$ cat src/mkp_pkg.sv
// Shared types and constants of the KLV header parser.
`timescale 1ns / 1ps
package mkp_pkg;

  localparam int NUM_FIELDS = 15;
  localparam int FID_W      = 4;
  localparam int VAL_W      = 64;
  localparam int TDATA_W    = 72;

  localparam logic [20:0] SKIP_LIMIT = 21'd1048576;
  localparam logic [16:0] EC_BASE    = 17'd84;

  localparam logic [0:0] REG_SCAN_LIMIT     = 1'd0;
  localparam logic [0:0] REG_MAX_SET_LENGTH = 1'd1;

  localparam logic [FID_W-1:0] FID_STATUS   = 4'd0;
  localparam logic [FID_W-1:0] FID_PIC_PRES = 4'd2;
  localparam logic [FID_W-1:0] FID_PIC_TYPE = 4'd3;
  localparam logic [FID_W-1:0] FID_PIC_BASE = 4'd4;
  localparam logic [FID_W-1:0] FID_SND_PRES = 4'd10;
  localparam logic [FID_W-1:0] FID_SND_BASE = 4'd11;
  localparam logic [FID_W-1:0] FID_LAST     = 4'd14;

  typedef enum logic [2:0] {
    ST_OK        = 3'd0,
    ST_TOO_SMALL = 3'd1,
    ST_BAD_UL    = 3'd2,
    ST_NOT_PP    = 3'd3,
    ST_BAD_LEN   = 3'd4,
    ST_TRUNC     = 3'd5
  } status_t;

  typedef enum logic [2:0] {
    EK_UNKNOWN = 3'd0,
    EK_J2K     = 3'd1,
    EK_PCM     = 3'd2,
    EK_MPEG2   = 3'd3,
    EK_TT      = 3'd4
  } essence_t;

  typedef enum logic [3:0] {
    PH_PKEY  = 4'd0,
    PH_PLEN0 = 4'd1,
    PH_PLENN = 4'd2,
    PH_PACK  = 4'd3,
    PH_KKEY  = 4'd4,
    PH_KLEN0 = 4'd5,
    PH_KLENN = 4'd6,
    PH_SET   = 4'd7,
    PH_SKIP  = 4'd8,
    PH_DONE  = 4'd9
  } phase_t;

  localparam logic [15:0] TAG_WIDTH   = 16'h3203;
  localparam logic [15:0] TAG_HEIGHT  = 16'h3202;
  localparam logic [15:0] TAG_RATE    = 16'h3001;
  localparam logic [15:0] TAG_DUR     = 16'h3002;
  localparam logic [15:0] TAG_DEPTH   = 16'h3301;
  localparam logic [15:0] TAG_AUDRATE = 16'h3D01;
  localparam logic [15:0] TAG_CHANS   = 16'h3D07;

  typedef logic [NUM_FIELDS-1:0][VAL_W-1:0] report_t;

  typedef struct packed {
    logic full;
    logic empty;
  } q_status_t;

  function automatic logic [7:0] ul_byte(input logic [1:0] idx);
    logic [7:0] r;
    case (idx)
      2'd0:    r = 8'h06;
      2'd1:    r = 8'h0e;
      2'd2:    r = 8'h2b;
      default: r = 8'h34;
    endcase
    return r;
  endfunction

  function automatic logic [7:0] pp_byte(input logic [1:0] idx);
    logic [7:0] r;
    case (idx)
      2'd0:    r = 8'h02;
      2'd1:    r = 8'h05;
      default: r = 8'h01;
    endcase
    return r;
  endfunction

  function automatic essence_t classify(input logic [15:0] lbl);
    essence_t r;
    r = EK_UNKNOWN;
    if (lbl[15:8] == 8'h02) begin
      case (lbl[7:0])
        8'h0c:   r = EK_J2K;
        8'h06:   r = EK_PCM;
        8'h04:   r = EK_MPEG2;
        8'h0d:   r = EK_TT;
        default: r = EK_UNKNOWN;
      endcase
    end
    return r;
  endfunction

endpackage

$ cat src/mkp_back.sv
// Report emitter: sends the fifteen fields of the head record in order.
`timescale 1ns / 1ps
module mkp_back import mkp_pkg::*; (
  input  logic               clk,
  input  logic               rst,
  input  q_status_t          q_status,
  input  report_t            head,
  output logic               pop,
  output logic               m_tvalid,
  input  logic               m_tready,
  output logic [TDATA_W-1:0] m_tdata,
  output logic               m_tlast
);

  logic [FID_W-1:0] idx;

  assign m_tvalid = !q_status.empty;
  assign m_tlast  = (idx == FID_LAST);
  assign m_tdata  = {{(TDATA_W - VAL_W - FID_W){1'b0}}, head[idx], idx};
  assign pop      = m_tvalid && m_tready && m_tlast;

  always_ff @(posedge clk) begin
    if (rst) begin
      idx <= '0;
    end else if (m_tvalid && m_tready) begin
      idx <= m_tlast ? '0 : idx + 4'd1;
    end
  end

endmodule

$ cat config.mk
export PLATFORM = sky130hd
export DESIGN_NAME = mkp_back
export DESIGN_NICKNAME = d
export VERILOG_FILES = /design/src/mkp_pkg.sv /design/src/mkp_back.sv
export SDC_FILE = /design/constraint.sdc
export NUM_CORES = 1
export LEC_CHECK = 0
export ABC_AREA = 1
export BUFFER_PORTS_ARGS = -buffer_cell sky130_fd_sc_hd__buf_2
export CORE_AREA = 2 2 409 411
export CTS_CLUSTER_SIZE = 40
export DETAILED_ROUTE_END_ITERATION = 8
export DIE_AREA = 0 0 411 413
export RECOVER_POWER = 50
export REMOVE_ABC_BUFFERS = 1
export SLEW_MARGIN = 0
export SYNTH_ARGS = -nofsm -noshare
export SYNTH_HDL_FRONTEND = slang
export SYNTH_SLANG_ARGS = --single-unit
$ cat constraint.sdc
create_clock -name clk -period 2.6 [get_ports clk]
set_clock_uncertainty 0.15 [all_clocks]
set_input_delay 0.52 -clock clk [delete_from_list [all_inputs] [get_ports clk]]
set_output_delay 0.52 -clock clk [all_outputs]
set_load 0.05 [all_outputs]
==> reports/qor.txt <==
status - complete, but fails checks
failing checks - setup timing
total count of hold-check failures in the final report - 0
sequential-to-total area share from yosys stat - 0.725%
RSZ-0062 raised after global routing - yes
TritonCTS clock tree - built
ratio of total power to cell area - 201 nW/um^2
Fin Hold WS - 0.341 ns
Largest Register - idx
total CTS buffers - 3
number of top-level pins - 1040
total number of vias - 21541
startpoint of the worst-slack reg-to-reg timing path - idx[0]$_SDFFE_PP0P_
Worst Reg2Reg Path Length in Cells - 8
mean post-synth cell area - 4.15 sq um
number of synthesized register bits - 4
worst path required time - 1.93 ns
CTS H-Tree Depth - 1
setup ws final - -0.145 ns
max_cap viols - 0
total number of nets in the final design - 4755
Min Clock Period, post-route - 2.75 ns
ANT nets after route - 0
leakage component of the power - 13.9 nW
worst slew slack as a fraction of its limit - 59.4%
maximum number of pins on one net before global-route repair - 64
class of the most critical setup path - flop to output port
first-pass GRT wire length - 155 mm
sum of net half-perimeters after detailed placement - 99.9 mm
number of detailed-route iterations in the first pass - 6
Cell Area, Synth - 11100 sq um
deepest clock path buffer count - 2
wire length per cell after detailed routing - 20.1 um
core area - 166000 sq um
count of final max-slew check failures - 0
DRC violation total after the first TritonRoute iteration - 2173
largest registers - idx (4)
FP Rows - 150
Critical Path AT - 2.08 ns
Skew-Pair Late Insertion Delay - 0.23 ns
Num Clock Sinks - 4
source of the critical timing path - idx[0]$_SDFFE_PP0P_
highest clock rate - 364 MHz
final period utilization - 106%
layout cells sized above 1 - 40.0%
routed via count divided by cell count - 3.57
number of flip-flops under the largest register name - 4
peak supply drop - 0.113 mV
Critical Path End - m_tdata[15]
Synth-to-Final Area Change - 115%
GP Congestion - 1.00
Detailed Route WL - 121 mm
CP endpoint kind - output port
final setup fails - 55
count of port buffers added during placement - 1034
pin slew with the least headroom to its limit - 0.609 ns
all-layer global routing usage - 13.2%
number of DRC violations after detailed routing - 0
CTS clock-pin slew for the worst setup and hold paths - 0.03 ns
vertical die dimension - 413 um
yosys warns - 0
overall die area - 170000 sq um
via count of the first global-routing pass - 19297
Critical R2R Capture - idx[3]$_SDFFE_PP0P_
register-to-register path setup slack - 0.75 ns
Worst Hold Class - primary input to flop
total congestion overflow after global routing - 0
Post-Syn Instances - 2660
antenna violations before repair - 93
Crit Path Max Fanout - 13
Die Span X - 411 um
total power - 4.78 mW
Final Util - 14.3%
CTS root buffer - clkbuf_16
Netlist cell types - 25
Critical Path Start Type - flop
initial core utilization - 6.66%
==> final cells by class <==
type,count,area (sq um)
Clock buffer,4,78.8
Antenna cell,34,85.1
Fill cell,19714,142000
Timing Repair Buffer,1307,9790
Multi-Input combinational cell,2081,9460
Sequential cell,4,91.3
Inverter,393,1510
Tap cell,2204,2760
==> stage by stage <==
stage | std cells | area, sq um | setup TNS (ns) | worst slack [ns]
2_1_floorplan | 2478 | 10100 | -1021.45 | -14.95
3_3_place_gp | 5923 | 21000 | -0.523 | -0.199
3_5_place_dp | 5923 | 21000 | -0.641 | -0.190
4_1_cts | 5982 | 23200 | -4.94 | -0.156
5_1_grt | 6009 | 23700 | -8.30 | -0.212
6_report | 6027 | 23800 | -3.65 | -0.145
==> worst min path at each step <==
stage	to	start	slack, ns	cells past startpoint
after global placement	idx[3]$_SDFFE_PP0P_	idx[3]$_SDFFE_PP0P_	0.45	2
after CTS	idx[2]$_SDFFE_PP0P_	rst	0.34	2
after floorplan	idx[2]$_SDFFE_PP0P_	rst	0.45	1
after global routing	idx[2]$_SDFFE_PP0P_	rst	0.36	2
final	idx[2]$_SDFFE_PP0P_	rst	0.34	2
after detailed placement	idx[3]$_SDFFE_PP0P_	idx[3]$_SDFFE_PP0P_	0.48	2
==> per-layer routing <==
layer | vias to the layer above | GRT usage (%) | routed length, um
met1 | 9527 | 15.8 | 47500
met3 | 283 | 4.49 | 12800
met2 | 1404 | 22.4 | 56500
met5 | - | 0.763 | 353
li1 | 10273 | - | -
met4 | 54 | 3.42 | 3980
==> critical path: stages, from the launching register on <==
cell,delay [ns]
dfxtp_4,0.35
buf_12,0.15
inv_16,0.06
buf_16,0.16
buf_4,0.16
buf_4,0.15
nand2_1,0.07
nand2_1,0.05
nand2_1,0.05
nand2_1,0.15
a21oi_2,0.18
nand2_2,0.10
buf_12,0.16
==> cell usage in the layout, fill, tap and decap left out, types with 10 or more instances in the layout <==
master,netlist,layout
nand3_1,348,301
nand2_4,1,12
diode_2,0,34
a21oi_2,0,31
o211ai_1,45,45
buf_2,134,968
buf_16,0,27
nand2_1,1500,1405
nor2_1,92,78
nand3b_1,14,14
buf_8,0,10
nor2_4,1,10
buf_12,0,107
buf_4,14,127
buf_6,1,55
inv_1,389,388
nand3_2,0,38
a21oi_1,68,31
nand2_2,1,84
clkbuf_16,0,11
==> Yosys cell counts <==
library cell,count,share of area (%)
nand2_1,1500,51
inv_1,389,13
nand3_1,348,16
buf_2,134,6.1
nor2_1,92,3.1
a21oi_1,68,3.1
o211ai_1,45,3.1
clkbuf_1,25,0.85
buf_4,14,0.95
nand3b_1,14,0.95
buf_1,11,0.37
dfxtp_1,4,0.72
inv_2,2,0.068
nor2_2,2,0.11
o21ai_0,2,0.091
a31oi_1,1,0.057
buf_6,1,0.10
clkinv_1,1,0.034
conb_1,1,0.034
inv_4,1,0.057
nand2_2,1,0.057
nand2_4,1,0.10
nor2_4,1,0.10
nor3_1,1,0.045
o21ai_1,1,0.045
==> repair_timing <==
action                     in CTS  in global routing
buffers inserted               37                  5
setup endpoints to repair      64                 64
gates cloned                   20                  7
pin swaps                      48                 23
hold buffers                    0                  0
hold endpoints to repair        0                  0
gates resized for setup       288                 81
==> report_power, final <==
| group | internal (mW) | leakage [nW] | switching [mW] |
|---|---|---|---|
| logic | 1.96 | 13.8 | 2.50 |
| registers | 0.0617 | 0.0347 | 0.00204 |
| clock network | 0.203 | 0.0384 | 0.0498 |
==> cell families after synthesis <==
group / after synthesis / share of synthesized area (%)
simple gates: 1960 / 71.2
buf+inv: 578 / 21.7
compound gates: 117 / 6.33
flops: 4 / 0.725
other cells: 1 / 0.0339
Note: power is estimated with default switching activity, not from simulation.
