File: src/mkp_pkg.sv
// Shared types and constants of the KLV header parser.
`timescale 1ns / 1ps
package mkp_pkg;

  localparam int NUM_FIELDS = 15;
  localparam int FID_W      = 4;
  localparam int VAL_W      = 64;
  localparam int TDATA_W    = 72;

  localparam logic [20:0] SKIP_LIMIT = 21'd1048576;
  localparam logic [16:0] EC_BASE    = 17'd84;

  localparam logic [0:0] REG_SCAN_LIMIT     = 1'd0;
  localparam logic [0:0] REG_MAX_SET_LENGTH = 1'd1;

  localparam logic [FID_W-1:0] FID_STATUS   = 4'd0;
  localparam logic [FID_W-1:0] FID_PIC_PRES = 4'd2;
  localparam logic [FID_W-1:0] FID_PIC_TYPE = 4'd3;
  localparam logic [FID_W-1:0] FID_PIC_BASE = 4'd4;
  localparam logic [FID_W-1:0] FID_SND_PRES = 4'd10;
  localparam logic [FID_W-1:0] FID_SND_BASE = 4'd11;
  localparam logic [FID_W-1:0] FID_LAST     = 4'd14;

  typedef enum logic [2:0] {
    ST_OK        = 3'd0,
    ST_TOO_SMALL = 3'd1,
    ST_BAD_UL    = 3'd2,
    ST_NOT_PP    = 3'd3,
    ST_BAD_LEN   = 3'd4,
    ST_TRUNC     = 3'd5
  } status_t;

  typedef enum logic [2:0] {
    EK_UNKNOWN = 3'd0,
    EK_J2K     = 3'd1,
    EK_PCM     = 3'd2,
    EK_MPEG2   = 3'd3,
    EK_TT      = 3'd4
  } essence_t;

  typedef enum logic [3:0] {
    PH_PKEY  = 4'd0,
    PH_PLEN0 = 4'd1,
    PH_PLENN = 4'd2,
    PH_PACK  = 4'd3,
    PH_KKEY  = 4'd4,
    PH_KLEN0 = 4'd5,
    PH_KLENN = 4'd6,
    PH_SET   = 4'd7,
    PH_SKIP  = 4'd8,
    PH_DONE  = 4'd9
  } phase_t;

  localparam logic [15:0] TAG_WIDTH   = 16'h3203;
  localparam logic [15:0] TAG_HEIGHT  = 16'h3202;
  localparam logic [15:0] TAG_RATE    = 16'h3001;
  localparam logic [15:0] TAG_DUR     = 16'h3002;
  localparam logic [15:0] TAG_DEPTH   = 16'h3301;
  localparam logic [15:0] TAG_AUDRATE = 16'h3D01;
  localparam logic [15:0] TAG_CHANS   = 16'h3D07;

  typedef logic [NUM_FIELDS-1:0][VAL_W-1:0] report_t;

  typedef struct packed {
    logic full;
    logic empty;
  } q_status_t;

  function automatic logic [7:0] ul_byte(input logic [1:0] idx);
    logic [7:0] r;
    case (idx)
      2'd0:    r = 8'h06;
      2'd1:    r = 8'h0e;
      2'd2:    r = 8'h2b;
      default: r = 8'h34;
    endcase
    return r;
  endfunction

  function automatic logic [7:0] pp_byte(input logic [1:0] idx);
    logic [7:0] r;
    case (idx)
      2'd0:    r = 8'h02;
      2'd1:    r = 8'h05;
      default: r = 8'h01;
    endcase
    return r;
  endfunction

  function automatic essence_t classify(input logic [15:0] lbl);
    essence_t r;
    r = EK_UNKNOWN;
    if (lbl[15:8] == 8'h02) begin
      case (lbl[7:0])
        8'h0c:   r = EK_J2K;
        8'h06:   r = EK_PCM;
        8'h04:   r = EK_MPEG2;
        8'h0d:   r = EK_TT;
        default: r = EK_UNKNOWN;
      endcase
    end
    return r;
  endfunction

endpackage

File: src/mkp_queue.sv
// Two-entry queue of report records between parser and report emitter.
`timescale 1ns / 1ps
module mkp_queue import mkp_pkg::*; (
  input  logic      clk,
  input  logic      rst,
  input  logic      push,
  input  report_t   wr_data,
  input  logic      pop,
  output report_t   rd_data,
  output q_status_t status
);

  report_t     slots [2];
  logic        wr_ptr, rd_ptr;
  logic [1:0]  count;

  assign status.full  = (count == 2'd2);
  assign status.empty = (count == 2'd0);
  assign rd_data      = slots[rd_ptr];

  always_ff @(posedge clk) begin
    if (push) slots[wr_ptr] <= wr_data;
  end

  always_ff @(posedge clk) begin
    if (rst) begin
      wr_ptr <= 1'b0;
      rd_ptr <= 1'b0;
      count  <= '0;
    end else begin
      if (push) wr_ptr <= ~wr_ptr;
      if (pop)  rd_ptr <= ~rd_ptr;
      count <= count + {1'b0, push} - {1'b0, pop};
    end
  end

endmodule

File: config.mk
export PLATFORM = sky130hd
export DESIGN_NAME = mkp_queue
export DESIGN_NICKNAME = d
export VERILOG_FILES = /design/src/mkp_pkg.sv /design/src/mkp_queue.sv
export SDC_FILE = /design/constraint.sdc
export NUM_CORES = 1
export LEC_CHECK = 0
export ABC_AREA = 0
export BUFFER_PORTS_ARGS = -buffer_cell sky130_fd_sc_hd__buf_2
export CAP_MARGIN = 20
export CORE_AREA = 5 5 740 742
export DETAILED_ROUTE_END_ITERATION = 10
export DIE_AREA = 0 0 745 747
export PLACE_DENSITY = 0.3
export SYNTH_ARGS = -nofsm -noshare
export SYNTH_HDL_FRONTEND = slang
export SYNTH_SLANG_ARGS = --single-unit
File: constraint.sdc
create_clock -name clk -period 51.2 [get_ports clk]
set_clock_uncertainty 0.2 [all_clocks]
set_input_delay 10.24 -clock clk [delete_from_list [all_inputs] [get_ports clk]]
set_output_delay 10.24 -clock clk [all_outputs]
set_load 0.01 [all_outputs]
==> key figures, run 1 <==
Status
  – Status: completed

Clocking
  – Post-CTS Resized: 0
  – CTS max path bufs: 4
  – Reg clk slew, reported paths: 60 ps
  – Clock Latency Late Sink: 880 ps
  – Root buf cell: clkbuf_16
  – CTS tree: yes
  – Hold_buf cts: 0
  – H-tree levels: 5
  – Post-CTS Setup Repair Bufs: 0
  – Num CTS Buffers: 263
  – Clock sinks: 1925

Global routing
  – Vias in the first global route: 41708
  – Total grt overflow: 0
  – Largest net degree at the start of global routing: 139
  – Initial antenna violation count: 461
  – GRT Total Usage: 13.1%
  – First-pass GRT wire length: 474 mm

Route
  – DR top layer: met5
  – Final wirelength: 384 mm
  – Wire length on met1: 132 mm
  – DRT Pass-1 Iters: 5
  – Overall via count from detail_route: 40184
  – Antenna Nets Post-Route: 0
  – Routed wl met3: 46.3 mm
  – Drc violations: 0
  – WL met2: 193 mm
  – Vias/cell: 3.18
  – Drt wl/cell: 30.4 um
  – Initial DRC Count: 2219

Power
  – P_leak: 35.2 nW
  – P per Cell Area: 42.9 nW/um2
  – Power Internal: 3.12 mW
  – Clock Power Share: 43.4%
  – Worst IR Drop VDD: 23.8 uV
  – Sequential share of power: 44.4%
  – Switching Power: 1.09 mW
  – Logic pwr share: 12.2%
  – Sw frac: 25.9%

Synthesis
  – Synth Instances: 3008
  – Synth area leaders: edfxtp_1, mux2_2, mux2_4, buf_6, buf_2
  – FF+latch count, synth: 1925
  – Syn avg cell area: 23.6 um2
  – Syn nets: 3974
  – Sequential area share after synthesis: 81.3%
  – Yosys cell types: 13
  – Mapped cell area: 71000 um2
  – Yosys top cell by area: edfxtp_1
  – Post-synth top area share: 81.2%
  – YS warnings: 0

Finish
  – Final core occ: 18.2%
  – NumNets Final: 6103
  – Syn-to-layout area delta: 38.1%
  – Fin cells: 12644
  – Final design instance area without fill: 98000 um2
  – Share of layout cells above drive strength 1: 61.7%

Worst setup path
  – Crit Path Category: reg2out
  – Worst-path maximum fanout: 111
  – Critical Path Sink Type: primary output
  – Worst path bufs/invs: 6
  – Worst-path cell chain: buf_4, buf_4, buf_4, buf_12, buf_4, mux2_2, buf_2
  – Critical path's largest stage delay: 840 ps
  – CP delay by family, top: buffers and inverters
  – Critical Path AT: 6490 ps
  – Worst path most repeated cell: buf_4
  – WP data required: 40760 ps
  – Slowest-stage cell, CP: dfxtp_4
  – CP Launch Type: register

Floorplan
  – Core area: 540000 um2
  – I/O Pins: 1926
  – Die area: 557000 um2
  – Die width: 745 um
  – Row cnt: 270
  – Chip height: 747 um
  – Starting Density: 13.2%

Timing
  – Worst slew pin tran: 1270 ps
  – Slew headroom: 15.5%
  – Achievable Freq: 59.1 MHz
  – TNS Setup: 0 ps
  – Fin. Hold Viols: 0
  – Final Max Tran Viols: 0
  – Setup violators final: 0
  – Period utilization: 33.1%
  – Minimum clock period: 16930 ps
  – WHS: 320 ps
  – RSZ-0062 raised after global routing: false

Placement
  – Post-DP Area: 89300 um2
  – Placed Instances: 12080
  – I/O Buffers: 1925
  – Routability Congestion: 0.868
  – Post-detail-place hpwl: 312 mm

Run
  – Max cap viols: 0

Worst hold path
  – Min-Delay Path Class: reg2reg
==> stage by stage <==
step,setup slack (ps),power (mW)
after floorplan,15350,2.22
after global placement,35070,2.43
after detailed placement,35040,2.43
after CTS,33970,4.31
after global routing,33840,4.39
final,34270,4.21
==> path summary, 6_finish.rpt <==
path / from / to / slack, ps / depth (start not counted)
worst max-delay path: register / rd_data[289] / 34270 / 7
worst min-delay path: rd_ptr / rd_ptr / 320 / 2
worst max register to register: wr_ptr / slots[1][918] / 46170 / 5
worst min register to register: rd_ptr / rd_ptr / 320 / 2
==> worst register-to-register path: stages (launching register included) <==
cell,delay [ps]
dfxtp_1,420
and2_4,570
buf_4,790
buf_4,830
buf_4,910
buf_4,920
==> cells in the final DEF, fill, tap and decap left out, types with 25 or more instances in the layout <==
cell type,instances
mux2_4,400
edfxtp_1,1920
clkinv_1,61
clkbuf_1,44
clkinv_2,32
clkbuf_16,264
mux2_2,560
buf_2,1925
diode_2,102
buf_4,39
bufinv_16,25
==> power groups by stage <==
stage	clock network, mW	registers (mW)	logic (mW)
after floorplan	0	1.98	0.238
after global placement	0	1.90	0.529
after detailed placement	0	1.90	0.531
after CTS	1.91	1.87	0.532
after global routing	1.96	1.88	0.546
final	1.83	1.87	0.512
==> area by class of cell <==
| cell class | instances | area [um2] |
|---|---|---|
| repair buffers | 1971 | 10100 |
| clock inverters | 154 | 1720 |
| flip-flops and latches | 1925 | 57800 |
| clock buffers | 308 | 6770 |
| inverters | 2 | 7.51 |
| diodes | 102 | 255 |
| fillers | 58379 | 441000 |
| multi-input cells | 974 | 12400 |
| well taps | 7208 | 9020 |
==> registers in the layout, summed over array words and instances, names as in the netlist, named ones only <==
signal  flops
count       2
rd_ptr      1
slots    1920
wr_ptr      1
==> cell families (layout without fill, tap and decap cells) <==
kind of cell | after synthesis | after routing | synth area share, %
xor+xnor | 3 | 3 | 0.0564
fa+ha+maj | 2 | 2 | 0.0352
buf+inv | 109 | 2435 | 1.16
flops | 1925 | 1925 | 81.3
mux | 960 | 960 | 17.3
other cells | 0 | 102 | 0
simple gates | 9 | 9 | 0.0617
==> cell usage after synthesis <==
| cell | number |
|---|---|
| and2_1 | 1 |
| buf_2 | 62 |
| buf_6 | 45 |
| dfxtp_1 | 5 |
| edfxtp_1 | 1920 |
| ha_1 | 2 |
| inv_1 | 2 |
| mux2_2 | 560 |
| mux2_4 | 400 |
| nor2_1 | 5 |
| nor2b_1 | 3 |
| xnor2_1 | 2 |
| xnor3_1 | 1 |
==> routing by layer <==
metal | GRT usage, % | vias up
met5 | 0 | -
met4 | 2.96 | 180
met3 | 6.71 | 1059
met2 | 23.8 | 2301
met1 | 13.3 | 20104
li1 | - | 16540
Note: power is estimated with default switching activity, not from simulation.
==> inputs of run 2 (changes only) <==
==> constraint.sdc (replaced) <==
create_clock -name clk -period 15.55 [get_ports clk]
set_clock_uncertainty 0.2 [all_clocks]
set_input_delay 3.11 -clock clk [delete_from_list [all_inputs] [get_ports clk]]
set_output_delay 3.11 -clock clk [all_outputs]
set_load 0.01 [all_outputs]
==> run 2 against run 1 <==
Sequential cell count did not move. Via count rose by 0.34%. Sequential power rose to 3.3 times the previous value.
==> key figures, run 2 (same netlist as run 1, synthesis figures left out) <==
Clocking
  – Clock Latency Late Sink: 870 ps (about the same)
  – Post-CTS Setup Repair Bufs: 0 (unchanged)
  – CTS max path bufs: 4 (unchanged)
  – Hold_buf cts: 0 (unchanged)
  – Root buf cell: clkbuf_16
  – CTS tree: yes
  – H-tree levels: 5 (unchanged)
  – Clock sinks: 1925 (unchanged)
  – Post-CTS Resized: 0 (unchanged)
  – Reg clk slew, reported paths: 50 ps (about the same)
  – Num CTS Buffers: 265 (+0.76%)

Worst hold path
  – Min-Delay Path Class: reg2reg
  – Hold EP: rd_ptr
  – HP Start: rd_ptr
  – Hold depth: 2 (unchanged)

Worst setup path
  – Crit Path Category: reg2out
  – CP Launch Type: register
  – Worst-path maximum fanout: 102 (-8.1%)
  – WP data required: 12240 ps (-28520 ps)
  – Reg2Reg Setup Slack: 11300 ps (-34870 ps)
  – Reg-to-Reg Start: wr_ptr
  – Critical Path Sink Type: primary output
  – Worst R2R Path Depth: 4 (-1)
  – Reg-to-reg endpoint: slots[1][113]
  – Critical Path AT: 4720 ps (-1770 ps)

Floorplan
  – Chip height: 747 um (unchanged)
  – I/O Pins: 1926 (unchanged)
  – Starting Density: 13.2% (unchanged)
  – Core area: 540000 um2 (unchanged)
  – Die area: 557000 um2 (unchanged)
  – Die width: 745 um (unchanged)
  – Row cnt: 270 (unchanged)

Timing
  – Achievable Freq: 124 MHz
  – Minimum clock period: 8030 ps
  – Period utilization: 51.7%
  – RSZ-0062 raised after global routing: false
  – Fin. Hold Viols: 0 (unchanged)
  – TNS Setup: 0 ps (unchanged)
  – Setup violators final: 0 (unchanged)
  – Final Max Tran Viols: 0 (unchanged)
  – Slew headroom: 25.9% (+10 points)
  – Worst slew pin tran: 1110 ps (-156 ps)

Route
  – Drc violations: 0 (unchanged)
  – Vias/cell: 3.18 (about the same)
  – Drt wl/cell: 31.2 um (+2.5%)
  – Overall via count from detail_route: 40322 (+0.34%)
  – DRT Pass-1 Iters: 7 (+2)
  – Final wirelength: 395 mm (+2.9%)
  – Antenna Nets Post-Route: 0 (unchanged)
  – Initial DRC Count: 2544 (+15%)

Power
  – Sw frac: 26.0% (+0.14 points)
  – Worst IR Drop VDD: 75.4 uV (+220%)
  – Sequential share of power: 44.9% (+0.5 points)
  – Clock Power Share: 42.7% (-0.7 points)
  – Power Internal: 10.1 mW (+230%)
  – P_leak: 35.0 nW (-0.34%)
  – Switching Power: 3.57 mW (+230%)
  – Logic pwr share: 12.4% (+0.2 points)
  – P per Cell Area: 140 nW/um2 (+230%)

Placement
  – Routability Congestion: 0.855 (-1.5%)
  – Post-detail-place hpwl: 321 mm (+2.9%)
  – Post-DP Area: 89300 um2 (about the same)
  – I/O Buffers: 1925 (unchanged)

Finish
  – Commonest non-fill, non-tap cell in the layout: buf_2
  – Final core occ: 18.1% (-0.023 points)
  – Share of layout cells above drive strength 1: 61.5% (-0.21 points)
  – Most frequent cells in the layout: buf_2, edfxtp_1, mux2_2
  – Largest Register: slots
  – Syn-to-layout area delta: 37.9%
  – Max reg flops: 1920 (unchanged)
  – NumNets Final: 6103 (unchanged)
  – Final design instance area without fill: 97900 um2 (-0.13%)
  – Biggest regs: slots (1920), count (2)

Status
  – Status: completed

Global routing
  – GRT Total Usage: 13.5% (+0.41 points)
  – Vias in the first global route: 41977 (+0.64%)
  – Total grt overflow: 0 (unchanged)
  – Largest net degree at the start of global routing: 158 (+14%)
  – Initial antenna violation count: 509 (+10%)
  – First-pass GRT wire length: 485 mm (+2.2%)

Run
  – Max cap viols: 0 (unchanged)
-- run 2: cell types whose count changed in the layout (fill, tap and decap cells not counted), sizes merged --
| cell | delta |
|---|---|
| clkinvlp | +5 |
| clkbuf | +15 |
| clkinv | -2 |
| diode | +36 |
| buf | -2 |
| bufinv | -11 |
-- run 2: metrics by stage --
step	hold WS, ps	setup slack, ps	std cells	power [mW]
3_5_place_dp	309	8060	12078	8.04
5_1_grt	370	7260	12581	14.3
3_3_place_gp	305	8110	12077	8.03
6_report	331	7520	12685	13.7
4_1_cts	331	7270	12547	14.1
2_1_floorplan	280	-2510	3008	7.16
-- run 2: how the worst max path moves through the flow --
stage | from | to | slack (ps) | depth (start not counted)
4_1_cts | register | rd_data[817] | 7270 | 5
3_5_place_dp | push | slots[0][693] | 8060 | 6
5_1_grt | register | rd_data[817] | 7260 | 5
2_1_floorplan | push | slots[0][0] | -2510 | 1
6_report | register | rd_data[817] | 7520 | 5
3_3_place_gp | push | slots[0][693] | 8110 | 6
-- run 2: layer usage --
| metal | routed length [um] | part of all wire [%] | track usage [%] |
|---|---|---|---|
| met1 | 135000 | 34 | 13.6 |
| met2 | 197000 | 50 | 24.2 |
| met3 | 49800 | 13 | 7.34 |
| met4 | 12700 | 3.2 | 3.53 |
| met5 | 1450 | 0.37 | 0 |
-- run 2: power by group through the flow --
stage	Combinational, mW	Sequential, mW	Clock (mW)
after floorplan	0.784	6.38	0
after global placement	1.76	6.27	0
after detailed placement	1.77	6.27	0
after CTS	1.78	6.16	6.13
after global routing	1.81	6.18	6.31
final	1.70	6.16	5.85
-- run 2: critical path, stage by stage (launching register included) --
cell,delay [ps]
dfxtp_4,660
buf_12,520
buf_12,590
buf_4,930
mux2_4,370
buf_2,160
-- run 2: cell type report --
cell class                      instances  area, um2
Antenna cell                          138        345
Clock buffer                          323       6960
Clock inverter                        146       1260
Fill cell                           58399     442000
Inverter                                2       7.51
Multi-Input combinational cell        974      12400
Sequential cell                      1925      57800
Tap cell                             7208       9020
Timing Repair Buffer                 1969      10100
