**src/mkp_pkg.sv**
```systemverilog
// Shared types and constants of the KLV header parser.
`timescale 1ns / 1ps
package mkp_pkg;

  localparam int NUM_FIELDS = 15;
  localparam int FID_W      = 4;
  localparam int VAL_W      = 64;
  localparam int TDATA_W    = 72;

  localparam logic [20:0] SKIP_LIMIT = 21'd1048576;
  localparam logic [16:0] EC_BASE    = 17'd84;

  localparam logic [0:0] REG_SCAN_LIMIT     = 1'd0;
  localparam logic [0:0] REG_MAX_SET_LENGTH = 1'd1;

  localparam logic [FID_W-1:0] FID_STATUS   = 4'd0;
  localparam logic [FID_W-1:0] FID_PIC_PRES = 4'd2;
  localparam logic [FID_W-1:0] FID_PIC_TYPE = 4'd3;
  localparam logic [FID_W-1:0] FID_PIC_BASE = 4'd4;
  localparam logic [FID_W-1:0] FID_SND_PRES = 4'd10;
  localparam logic [FID_W-1:0] FID_SND_BASE = 4'd11;
  localparam logic [FID_W-1:0] FID_LAST     = 4'd14;

  typedef enum logic [2:0] {
    ST_OK        = 3'd0,
    ST_TOO_SMALL = 3'd1,
    ST_BAD_UL    = 3'd2,
    ST_NOT_PP    = 3'd3,
    ST_BAD_LEN   = 3'd4,
    ST_TRUNC     = 3'd5
  } status_t;

  typedef enum logic [2:0] {
    EK_UNKNOWN = 3'd0,
    EK_J2K     = 3'd1,
    EK_PCM     = 3'd2,
    EK_MPEG2   = 3'd3,
    EK_TT      = 3'd4
  } essence_t;

  typedef enum logic [3:0] {
    PH_PKEY  = 4'd0,
    PH_PLEN0 = 4'd1,
    PH_PLENN = 4'd2,
    PH_PACK  = 4'd3,
    PH_KKEY  = 4'd4,
    PH_KLEN0 = 4'd5,
    PH_KLENN = 4'd6,
    PH_SET   = 4'd7,
    PH_SKIP  = 4'd8,
    PH_DONE  = 4'd9
  } phase_t;

  localparam logic [15:0] TAG_WIDTH   = 16'h3203;
  localparam logic [15:0] TAG_HEIGHT  = 16'h3202;
  localparam logic [15:0] TAG_RATE    = 16'h3001;
  localparam logic [15:0] TAG_DUR     = 16'h3002;
  localparam logic [15:0] TAG_DEPTH   = 16'h3301;
  localparam logic [15:0] TAG_AUDRATE = 16'h3D01;
  localparam logic [15:0] TAG_CHANS   = 16'h3D07;

  typedef logic [NUM_FIELDS-1:0][VAL_W-1:0] report_t;

  typedef struct packed {
    logic full;
    logic empty;
  } q_status_t;

  function automatic logic [7:0] ul_byte(input logic [1:0] idx);
    logic [7:0] r;
    case (idx)
      2'd0:    r = 8'h06;
      2'd1:    r = 8'h0e;
      2'd2:    r = 8'h2b;
      default: r = 8'h34;
    endcase
    return r;
  endfunction

  function automatic logic [7:0] pp_byte(input logic [1:0] idx);
    logic [7:0] r;
    case (idx)
      2'd0:    r = 8'h02;
      2'd1:    r = 8'h05;
      default: r = 8'h01;
    endcase
    return r;
  endfunction

  function automatic essence_t classify(input logic [15:0] lbl);
    essence_t r;
    r = EK_UNKNOWN;
    if (lbl[15:8] == 8'h02) begin
      case (lbl[7:0])
        8'h0c:   r = EK_J2K;
        8'h06:   r = EK_PCM;
        8'h04:   r = EK_MPEG2;
        8'h0d:   r = EK_TT;
        default: r = EK_UNKNOWN;
      endcase
    end
    return r;
  endfunction

endpackage

```
**src/mkp_front.sv**
```systemverilog
// Byte parser: walks partition pack and KLV triplets, builds the report record.
`timescale 1ns / 1ps
module mkp_front import mkp_pkg::*; (
  input  logic        clk,
  input  logic        rst,
  input  logic        take,
  input  logic [7:0]  data_byte,
  input  logic        last_byte,
  input  logic [23:0] scan_limit,
  input  logic [16:0] max_set_length,
  output logic        push,
  output report_t     report
);

  phase_t      phase, phase_next;
  logic [16:0] fbc, fbc_next;
  logic [63:0] acc, acc_next;
  logic [3:0]  ber_left, ber_left_next;
  logic [3:0]  kf, kf_next;
  logic [15:0] label, label_next;
  essence_t    ek, ek_next;
  logic [23:0] fpos, fpos_next;
  logic [23:0] lvp, lvp_next;
  logic [20:0] rem, rem_next;
  logic [16:0] set_rem, set_rem_next;
  logic [15:0] tag, tag_next;
  logic [15:0] elen, elen_next;
  logic [15:0] eleft, eleft_next;
  logic [63:0] vc, vc_next;
  logic        broken, broken_next;
  logic [5:0][63:0] staged, staged_next;
  report_t     comm, comm_next;

  logic        rep;
  status_t     status;

  always_comb begin
    logic        ber_done;
    logic        apply;
    logic [3:0]  n;
    logic [63:0] first4;
    logic [31:0] a32;
    phase_next    = phase;
    fbc_next      = fbc;
    acc_next      = acc;
    ber_left_next = ber_left;
    kf_next       = kf;
    label_next    = label;
    ek_next       = ek;
    fpos_next     = fpos;
    lvp_next      = lvp;
    rem_next      = rem;
    set_rem_next  = set_rem;
    tag_next      = tag;
    elen_next     = elen;
    eleft_next    = eleft;
    vc_next       = vc;
    broken_next   = broken;
    staged_next   = staged;
    comm_next     = comm;
    rep           = 1'b0;
    status        = ST_OK;
    ber_done      = 1'b0;
    apply         = 1'b0;
    n             = 4'd0;
    first4        = '0;
    a32           = '0;

    if (take && phase != PH_DONE) begin
      if (fpos != 24'hffffff) fpos_next = fpos + 24'd1;
      fbc_next = fbc + 17'd1;
      // BER length decode shared by pack and KLV lengths
      if (phase == PH_PLEN0 || phase == PH_KLEN0) begin
        acc_next = '0;
        if (!data_byte[7]) begin
          acc_next = {56'd0, data_byte};
          ber_done = 1'b1;
        end else if (data_byte[6:0] == 7'd0 || data_byte[6:0] > 7'd8) begin
          ber_left_next = '0;
          ber_done      = 1'b1;
        end else begin
          ber_left_next = data_byte[3:0];
        end
      end else begin
        acc_next      = {acc[55:0], data_byte};
        ber_left_next = ber_left - 4'd1;
        ber_done      = (ber_left == 4'd1);
      end

      case (phase)
        PH_PKEY: begin
          acc_next      = acc;
          ber_left_next = ber_left;
          if (fbc < 17'd4 && data_byte != ul_byte(fbc[1:0])) kf_next[0] = 1'b1;
          if (fbc >= 17'd4 && fbc <= 17'd6 && data_byte != pp_byte(2'(fbc - 17'd4)))
            kf_next[1] = 1'b1;
          if (fbc_next == 17'd16) begin
            if (kf_next[0]) begin
              rep = 1'b1; status = ST_BAD_UL;
            end else if (kf_next[1]) begin
              rep = 1'b1; status = ST_NOT_PP;
            end else begin
              kf_next    = '0;
              phase_next = PH_PLEN0;
            end
          end
        end
        PH_PLEN0, PH_PLENN: begin
          if (!ber_done) begin
            phase_next = PH_PLENN;
          end else if (acc_next == 64'd0 || acc_next > {47'd0, max_set_length}) begin
            rep = 1'b1; status = ST_BAD_LEN;
          end else begin
            rem_next   = 21'(acc_next);
            fbc_next   = '0;
            kf_next    = '0;
            phase_next = PH_PACK;
          end
        end
        PH_PACK: begin
          acc_next      = acc;
          ber_left_next = ber_left;
          if (fbc >= EC_BASE && fbc < EC_BASE + 17'd4 && data_byte != 8'd0) kf_next[0] = 1'b1;
          if (fbc >= EC_BASE + 17'd4 && fbc < EC_BASE + 17'd7 && data_byte != 8'd0)
            kf_next[1] = 1'b1;
          if (fbc == EC_BASE + 17'd7 && data_byte != 8'd16) kf_next[1] = 1'b1;
          if (fbc == EC_BASE + 17'd20) label_next[15:8] = data_byte;
          if (fbc == EC_BASE + 17'd21) label_next[7:0] = data_byte;
          rem_next = rem - 21'd1;
          if (rem_next == 21'd0) begin
            if (fbc_next >= EC_BASE + 17'd24 && kf_next[0] && !kf_next[1])
              ek_next = classify(label_next);
            if (lvp >= scan_limit) begin
              rep = 1'b1;
            end else begin
              phase_next = PH_KKEY; fbc_next = '0; kf_next = '0;
            end
          end
        end
        PH_KKEY: begin
          acc_next      = acc;
          ber_left_next = ber_left;
          if (fbc < 17'd4 && data_byte != ul_byte(fbc[1:0])) kf_next[0] = 1'b1;
          if (fbc == 17'd4 && data_byte != 8'h02) kf_next[0] = 1'b1;
          if (fbc == 17'd5 && data_byte != 8'h53) kf_next[0] = 1'b1;
          if (fbc == 17'd13 && (data_byte == 8'h28 || data_byte == 8'h29)) kf_next[2] = 1'b1;
          if (fbc == 17'd13 && (data_byte == 8'h42 || data_byte == 8'h48)) kf_next[3] = 1'b1;
          if (fbc_next >= 17'd16) phase_next = PH_KLEN0;
        end
        PH_KLEN0, PH_KLENN: begin
          fbc_next = fbc;
          if (!ber_done) begin
            phase_next = PH_KLENN;
          end else if (acc_next == 64'd0) begin
            rep = 1'b1;
          end else begin
            lvp_next = fpos_next;
            if (!kf[0] && (kf[2] || kf[3]) && acc_next <= {47'd0, max_set_length}) begin
              staged_next  = '0;
              set_rem_next = 17'(acc_next);
              fbc_next     = '0;
              acc_next     = '0;
              eleft_next   = '0;
              vc_next      = '0;
              broken_next  = 1'b0;
              phase_next   = PH_SET;
            end else if (acc_next > {43'd0, SKIP_LIMIT}) begin
              rep = 1'b1;
            end else begin
              rem_next   = 21'(acc_next);
              phase_next = PH_SKIP;
            end
          end
        end
        PH_SET: begin
          acc_next      = acc;
          ber_left_next = ber_left;
          fbc_next      = fbc;
          set_rem_next  = set_rem - 17'd1;
          if (!broken) begin
            if (eleft == 16'd0) begin
              a32      = {acc[23:0], data_byte};
              acc_next = {32'd0, a32};
              fbc_next = fbc + 17'd1;
              if (fbc_next >= 17'd4) begin
                tag_next  = a32[31:16];
                elen_next = a32[15:0];
                fbc_next  = '0;
                vc_next   = '0;
                if ({1'b0, a32[15:0]} > set_rem_next) broken_next = 1'b1;
                else if (a32[15:0] != 16'd0) eleft_next = a32[15:0];
              end
            end else begin
              if (fbc < 17'd8) begin
                vc_next  = {vc[55:0], data_byte};
                fbc_next = fbc + 17'd1;
              end
              eleft_next = eleft - 16'd1;
              if (eleft_next == 16'd0) apply = 1'b1;
            end
          end
          if (apply) begin
            n = (elen >= 16'd8) ? 4'd8 : elen[3:0];
            case (n)
              4'd4:    first4 = {32'd0, vc_next[31:0]};
              4'd5:    first4 = {32'd0, vc_next[39:8]};
              4'd6:    first4 = {32'd0, vc_next[47:16]};
              4'd7:    first4 = {32'd0, vc_next[55:24]};
              4'd8:    first4 = {32'd0, vc_next[63:32]};
              default: first4 = '0;
            endcase
            if (kf[2]) begin
              if (tag == TAG_WIDTH && n >= 4'd4) staged_next[0] = first4;
              else if (tag == TAG_HEIGHT && n >= 4'd4) staged_next[1] = first4;
              else if (tag == TAG_RATE && n >= 4'd8) begin
                staged_next[2] = {32'd0, vc_next[63:32]};
                staged_next[3] = {32'd0, vc_next[31:0]};
              end
              else if (tag == TAG_DUR && n >= 4'd8) staged_next[4] = vc_next;
              else if (tag == TAG_DEPTH && n >= 4'd4) staged_next[5] = first4;
            end else begin
              if (tag == TAG_AUDRATE && n >= 4'd8) staged_next[0] = {32'd0, vc_next[63:32]};
              else if (tag == TAG_CHANS && n >= 4'd4) staged_next[1] = first4;
              else if (tag == TAG_AUDRATE && n >= 4'd4) staged_next[2] = first4;
              else if (tag == TAG_DUR && n >= 4'd8) staged_next[3] = vc_next;
            end
            fbc_next = '0;
            vc_next  = '0;
          end
          if (set_rem_next == 17'd0) begin
            // commit the set now that all its bytes are in
            if (kf[2]) begin
              comm_next[FID_PIC_PRES] = 64'd1;
              comm_next[FID_PIC_TYPE] = (ek != EK_UNKNOWN) ? {61'd0, ek} : 64'd1;
              for (int k = 0; k < 6; k++) comm_next[FID_PIC_BASE + k] = staged_next[k];
            end else begin
              comm_next[FID_SND_PRES] = 64'd1;
              for (int k = 0; k < 4; k++) comm_next[FID_SND_BASE + k] = staged_next[k];
            end
            if (lvp >= scan_limit) begin
              rep = 1'b1;
            end else begin
              phase_next = PH_KKEY; fbc_next = '0; kf_next = '0;
            end
          end
        end
        PH_SKIP: begin
          acc_next      = acc;
          ber_left_next = ber_left;
          fbc_next      = fbc;
          rem_next      = rem - 21'd1;
          if (rem_next == 21'd0) begin
            if (lvp >= scan_limit) begin
              rep = 1'b1;
            end else begin
              phase_next = PH_KKEY; fbc_next = '0; kf_next = '0;
            end
          end
        end
        default: begin
          acc_next      = acc;
          ber_left_next = ber_left;
          fbc_next      = fbc;
        end
      endcase
      if (rep) phase_next = PH_DONE;
    end

    // final byte with parsing still open: report how far it got
    if (take && last_byte && phase != PH_DONE && phase_next != PH_DONE) begin
      rep = 1'b1;
      case (phase_next)
        PH_PKEY:            status = ST_TOO_SMALL;
        PH_PLEN0, PH_PLENN: status = ST_BAD_LEN;
        PH_PACK:            status = ST_TRUNC;
        default:            status = ST_OK;
      endcase
    end
  end

  assign push = rep;

  always_comb begin
    report = comm_next;
    report[FID_STATUS] = {61'd0, status};
  end

  always_ff @(posedge clk) begin
    if (rst || (take && last_byte)) begin
      phase    <= PH_PKEY;
      fbc      <= '0;
      acc      <= '0;
      ber_left <= '0;
      kf       <= '0;
      label    <= '0;
      ek       <= EK_UNKNOWN;
      fpos     <= '0;
      lvp      <= '0;
      rem      <= '0;
      set_rem  <= '0;
      tag      <= '0;
      elen     <= '0;
      eleft    <= '0;
      vc       <= '0;
      broken   <= 1'b0;
      staged   <= '0;
      comm     <= '0;
    end else begin
      phase    <= phase_next;
      fbc      <= fbc_next;
      acc      <= acc_next;
      ber_left <= ber_left_next;
      kf       <= kf_next;
      label    <= label_next;
      ek       <= ek_next;
      fpos     <= fpos_next;
      lvp      <= lvp_next;
      rem      <= rem_next;
      set_rem  <= set_rem_next;
      tag      <= tag_next;
      elen     <= elen_next;
      eleft    <= eleft_next;
      vc       <= vc_next;
      broken   <= broken_next;
      staged   <= staged_next;
      comm     <= comm_next;
    end
  end

endmodule

```
**config.mk**
```make
export PLATFORM = sky130hd
export DESIGN_NAME = mkp_front
export DESIGN_NICKNAME = d
export VERILOG_FILES = /design/src/mkp_pkg.sv /design/src/mkp_front.sv
export SDC_FILE = /design/constraint.sdc
export NUM_CORES = 2
export LEC_CHECK = 0
export BUFFER_PORTS_ARGS = -buffer_cell sky130_fd_sc_hd__buf_2
export CAP_MARGIN = 25
export CORE_MARGIN = 5
export CORE_UTILIZATION = 44
export DETAILED_ROUTE_END_ITERATION = 6
export HOLD_SLACK_MARGIN = 0.02
export PLACE_DENSITY = 0.72
export SYNTH_ARGS = -nofsm -noshare
export SYNTH_HDL_FRONTEND = slang
export SYNTH_SLANG_ARGS = --single-unit
```
**constraint.sdc**
```tcl
create_clock -name clk -period 4.63 [get_ports clk]
set_input_delay 0.6945 -clock clk [delete_from_list [all_inputs] [get_ports clk]]
set_output_delay 0.6945 -clock clk [all_outputs]
set_load 0.05 [all_outputs]
```
==> impl_metrics.toml <==
[power_and_ir_drop]
p_seq_frac = 0.468
p_total_uw = 27900
p_int_uw = 21200
power_density_nw_per_um2 = 282
clock_power_share = 0.494
pwr-share-comb = 0.037
power.leakage_uw = 0.0412
switchingPower_uw = 6730
peakVddDrop_uv = 371
swShare = 0.241

[die]
coreArea_sq_um = 156000
fp.dieH_um = 406
dieArea_sq_um = 164000
num_rows = 145
die_w_um = 406
start_util = 0.442
pin_count = 1014

[synth]
synth_cell_types = 108
async_flop_share = 0
yosysWarnings = 0
synth_flop_cell = "dfxtp_1"
syn_area_sq_um = 68900
yosysSeqAreaShare = 0.442
avgSynthCellArea_sq_um = 7.99
netlist.area_leader.share = 0.442
synth_edf_count = 0
syn_inst = 8622
ys_ff_latch = 1519
synthTopCellsByArea = "dfxtp_1 44%, and2_1 7.7%, nand2_1 6.7%"
synth_area_leader_cell = "dfxtp_1"

[critical_path]
cp-start-kind = "flip-flop"
crit_chain = "inv_2, ha_4, or4b_4, or2_4, o31a_1, or4_4, buf_6, nor3_4, buf_6, buf_8, nand3_4, buf_4, a21oi_2, o31ai_4, buf_12, o21a_1, buf_12"
cp_max_fo = 6
r2r_start = "fbc[0]"
worstSetupPathType = "flip-flop to output port"
end_kind = "output port"
worstPathArrival_ns = 4.74
reg2reg_depth = 31
slowest_stage = "or4_4"
slowest_delay_ns = 0.54
path_buf_inv = 7
cpLargestDelayFamily = "simple AND/OR/NAND/NOR gates"
r2r-end = "comm[785]"
crit_required_ns = 3.94
r2r_setup_slack_ns = -0.63

[drt]
vias = 73400
ant_nets = 0
remaining_drc_errors = 12
drt_first_pass_iters = 7
drt_wl_total_mm = 311
wl_per_cell_um = 25.2
drtIter0Drc = 9472
vias_per_cell = 5.95

[placed_design]
hpwl_mm = 205
place_ws_ns = -0.351
io_buffers = 888
place.gp.congestion = 1.02

[sta]
period_needed_ns = 5.44
setup_ws_ns = -0.807
fin_skew_ns = 0.0630
slew_headroom = 0.314
fin_crit_sh = 1.17
finalMaxSlewViolations = 0
max_freq_mhz = 184
grt_setup_unrepaired = "true"
tightest_slew_ns = 1.03
report.final.setup_viol = 849
finalHoldViolCount = 0

[clock_tree]
cts_buffers = 164
ctsHoldBuffers = 0
h-tree-depth = 4
clock-sinks = 1519
clock_path_buffers = 3
insertion_delay_ns = 0.84
root_buffer = "clkbuf_16"
cts_tree = "yes"
clkTransAtPathRegs_ns = 0.06

[cells_and_area]
layout-drive-gt1-share = 0.295
layout_common_cells = "1,510 x dfxtp_1, 1,063 x nand2_1, 849 x buf_4, 845 x and2_1, 803 x nor2_1"
final_nets = 10300
mostFrequentLayoutCell = "dfxtp_1"
area_growth_pct = 43.8

[global_route]
grt_pass1_vias = 67900
antenna_found_initial = 8
grt_pass1_wl_mm = 434
grt_start_max_net_pins = 211
grt_usage = 0.342
grt-ovfl-total = 0

[job]
cap_viol_max_count = 0

[worst_hold_path]
hold_start = "data_byte[6]"
whs_path_depth = 3
hold_path.class = "input port to flip-flop"
hold_end = "elen[6]"

[status]
status = "complete, but fails checks"
violations = "DRC, setup timing"
## per-layer routing
layer	up-vias	global-route usage	wire length, um
met2	4354	0.528	136000
met1	35200	0.439	119000
met3	1093	0.0866	33700
li1	32700	-	-
met5	-	0	26
met4	4	0.184	22400
## final cells by class
type | count | area [sq um]
clock inverter | 73 | 1050
inverter | 93 | 354
multi-input combinational | 6300 | 39100
sequential | 1519 | 30400
clock buffer | 221 | 4640
antenna | 3 | 7.51
tap | 2058 | 2570
timing repair buffer | 2065 | 20900
fill | 12400 | 56800
## stage by stage
| stage | util | hold WS, ns | instances | setup TNS [ns] | instance area [sq um] |
|---|---|---|---|---|---|
| CTS | 0.606 | 0.271 | 12200 | -518.62 | 94400 |
| floorplan | - | 0.417 | 8746 | -1.22 | 69400 |
| detailed placement | 0.537 | 0.438 | 11700 | -7.77 | 83600 |
| finish | 0.635 | 0.329 | 12300 | -530.86 | 99000 |
| global route | 0.635 | 0.321 | 12300 | -613.67 | 99000 |
| global placement | 0.537 | 0.427 | 11700 | -4.77 | 83600 |
## state kept, by name, indices dropped and copies added (netlist names)
register and cells:
ek 3, broken 1, vc 64, phase 4, comm 832, kf 4, staged 384, rem 21
eleft 16, elen 16, fpos 24, tag 16, ber_left 4, label 16, set_rem 17, acc 56
lvp 24, fbc 17
## cells by family (layout without fill, tap and decap cells)
| logic type | after synthesis | count (layout) | synth area share |
|---|---|---|---|
| buffers and inverters | 928 | 2452 | 0.0607 |
| and+or+nand+nor | 3711 | 3712 | 0.263 |
| adders and majority gates | 72 | 72 | 0.0131 |
| muxes | 41 | 41 | 0.00598 |
| AOI/OAI and AO/OA | 2274 | 2274 | 0.206 |
| DFF | 1519 | 1519 | 0.442 |
| xor gates and xnor gates | 76 | 76 | 0.00978 |
| other | 1 | 128 | 0.0000545 |
## worst max path at each step
stage,from,endpoint,cells after the start
2_1_floorplan,set_rem[0],report[912],14
3_3_place_gp,eleft[0],report[273],14
6_report,set_rem[0],report[858],17
5_1_grt,set_rem[1],report[858],17
3_5_place_dp,eleft[1],report[273],17
4_1_cts,eleft[12],report[776],17
## repair_timing
action / in CTS / in global routing
buffers inserted: 177 / 85
gates resized for setup: 679 / 827
cloned: 32 / 48
endpoints found under the setup margin: 848 / 944
pin swaps: 139 / 151
## worst register-to-register path, delay by kind of cell (launching register included)
| family | cells | cell delay (ns) |
|---|---|---|
| fa+ha+maj | 1 | 0.14 |
| flops | 1 | 0.35 |
| buf+inv | 20 | 2.61 |
| compound gates | 5 | 0.84 |
| simple gates | 5 | 1.27 |
## power by group through the flow
stage	Sequential [uW]	Combinational (uW)	Clock (uW)
3_5_place_dp	13400	995	0
6_report	13100	1040	13800
2_1_floorplan	13400	764	0
4_1_cts	13100	1010	13900
3_3_place_gp	13400	987	0
5_1_grt	13100	1100	14500
## synth_stat cells, types with 43 or more instances
master    number
dfxtp_1     1519
a21oi_1      544
o22ai_1       67
a211oi_1      60
inv_1         90
and2_1       852
a22o_1        78
nor4_1        43
a31oi_1       49
buf_2        117
a21o_1        45
a22oi_1      394
nand4_1       44
o21ai_1      436
xor2_1        44
nand2_1     1226
ha_1          72
nand3_1      134
nor2_1       843
buf_4        134
o21ai_0      321
nor3_1        95
clkbuf_1     555
and3_1       259
Power figures use the tool's default switching activity.
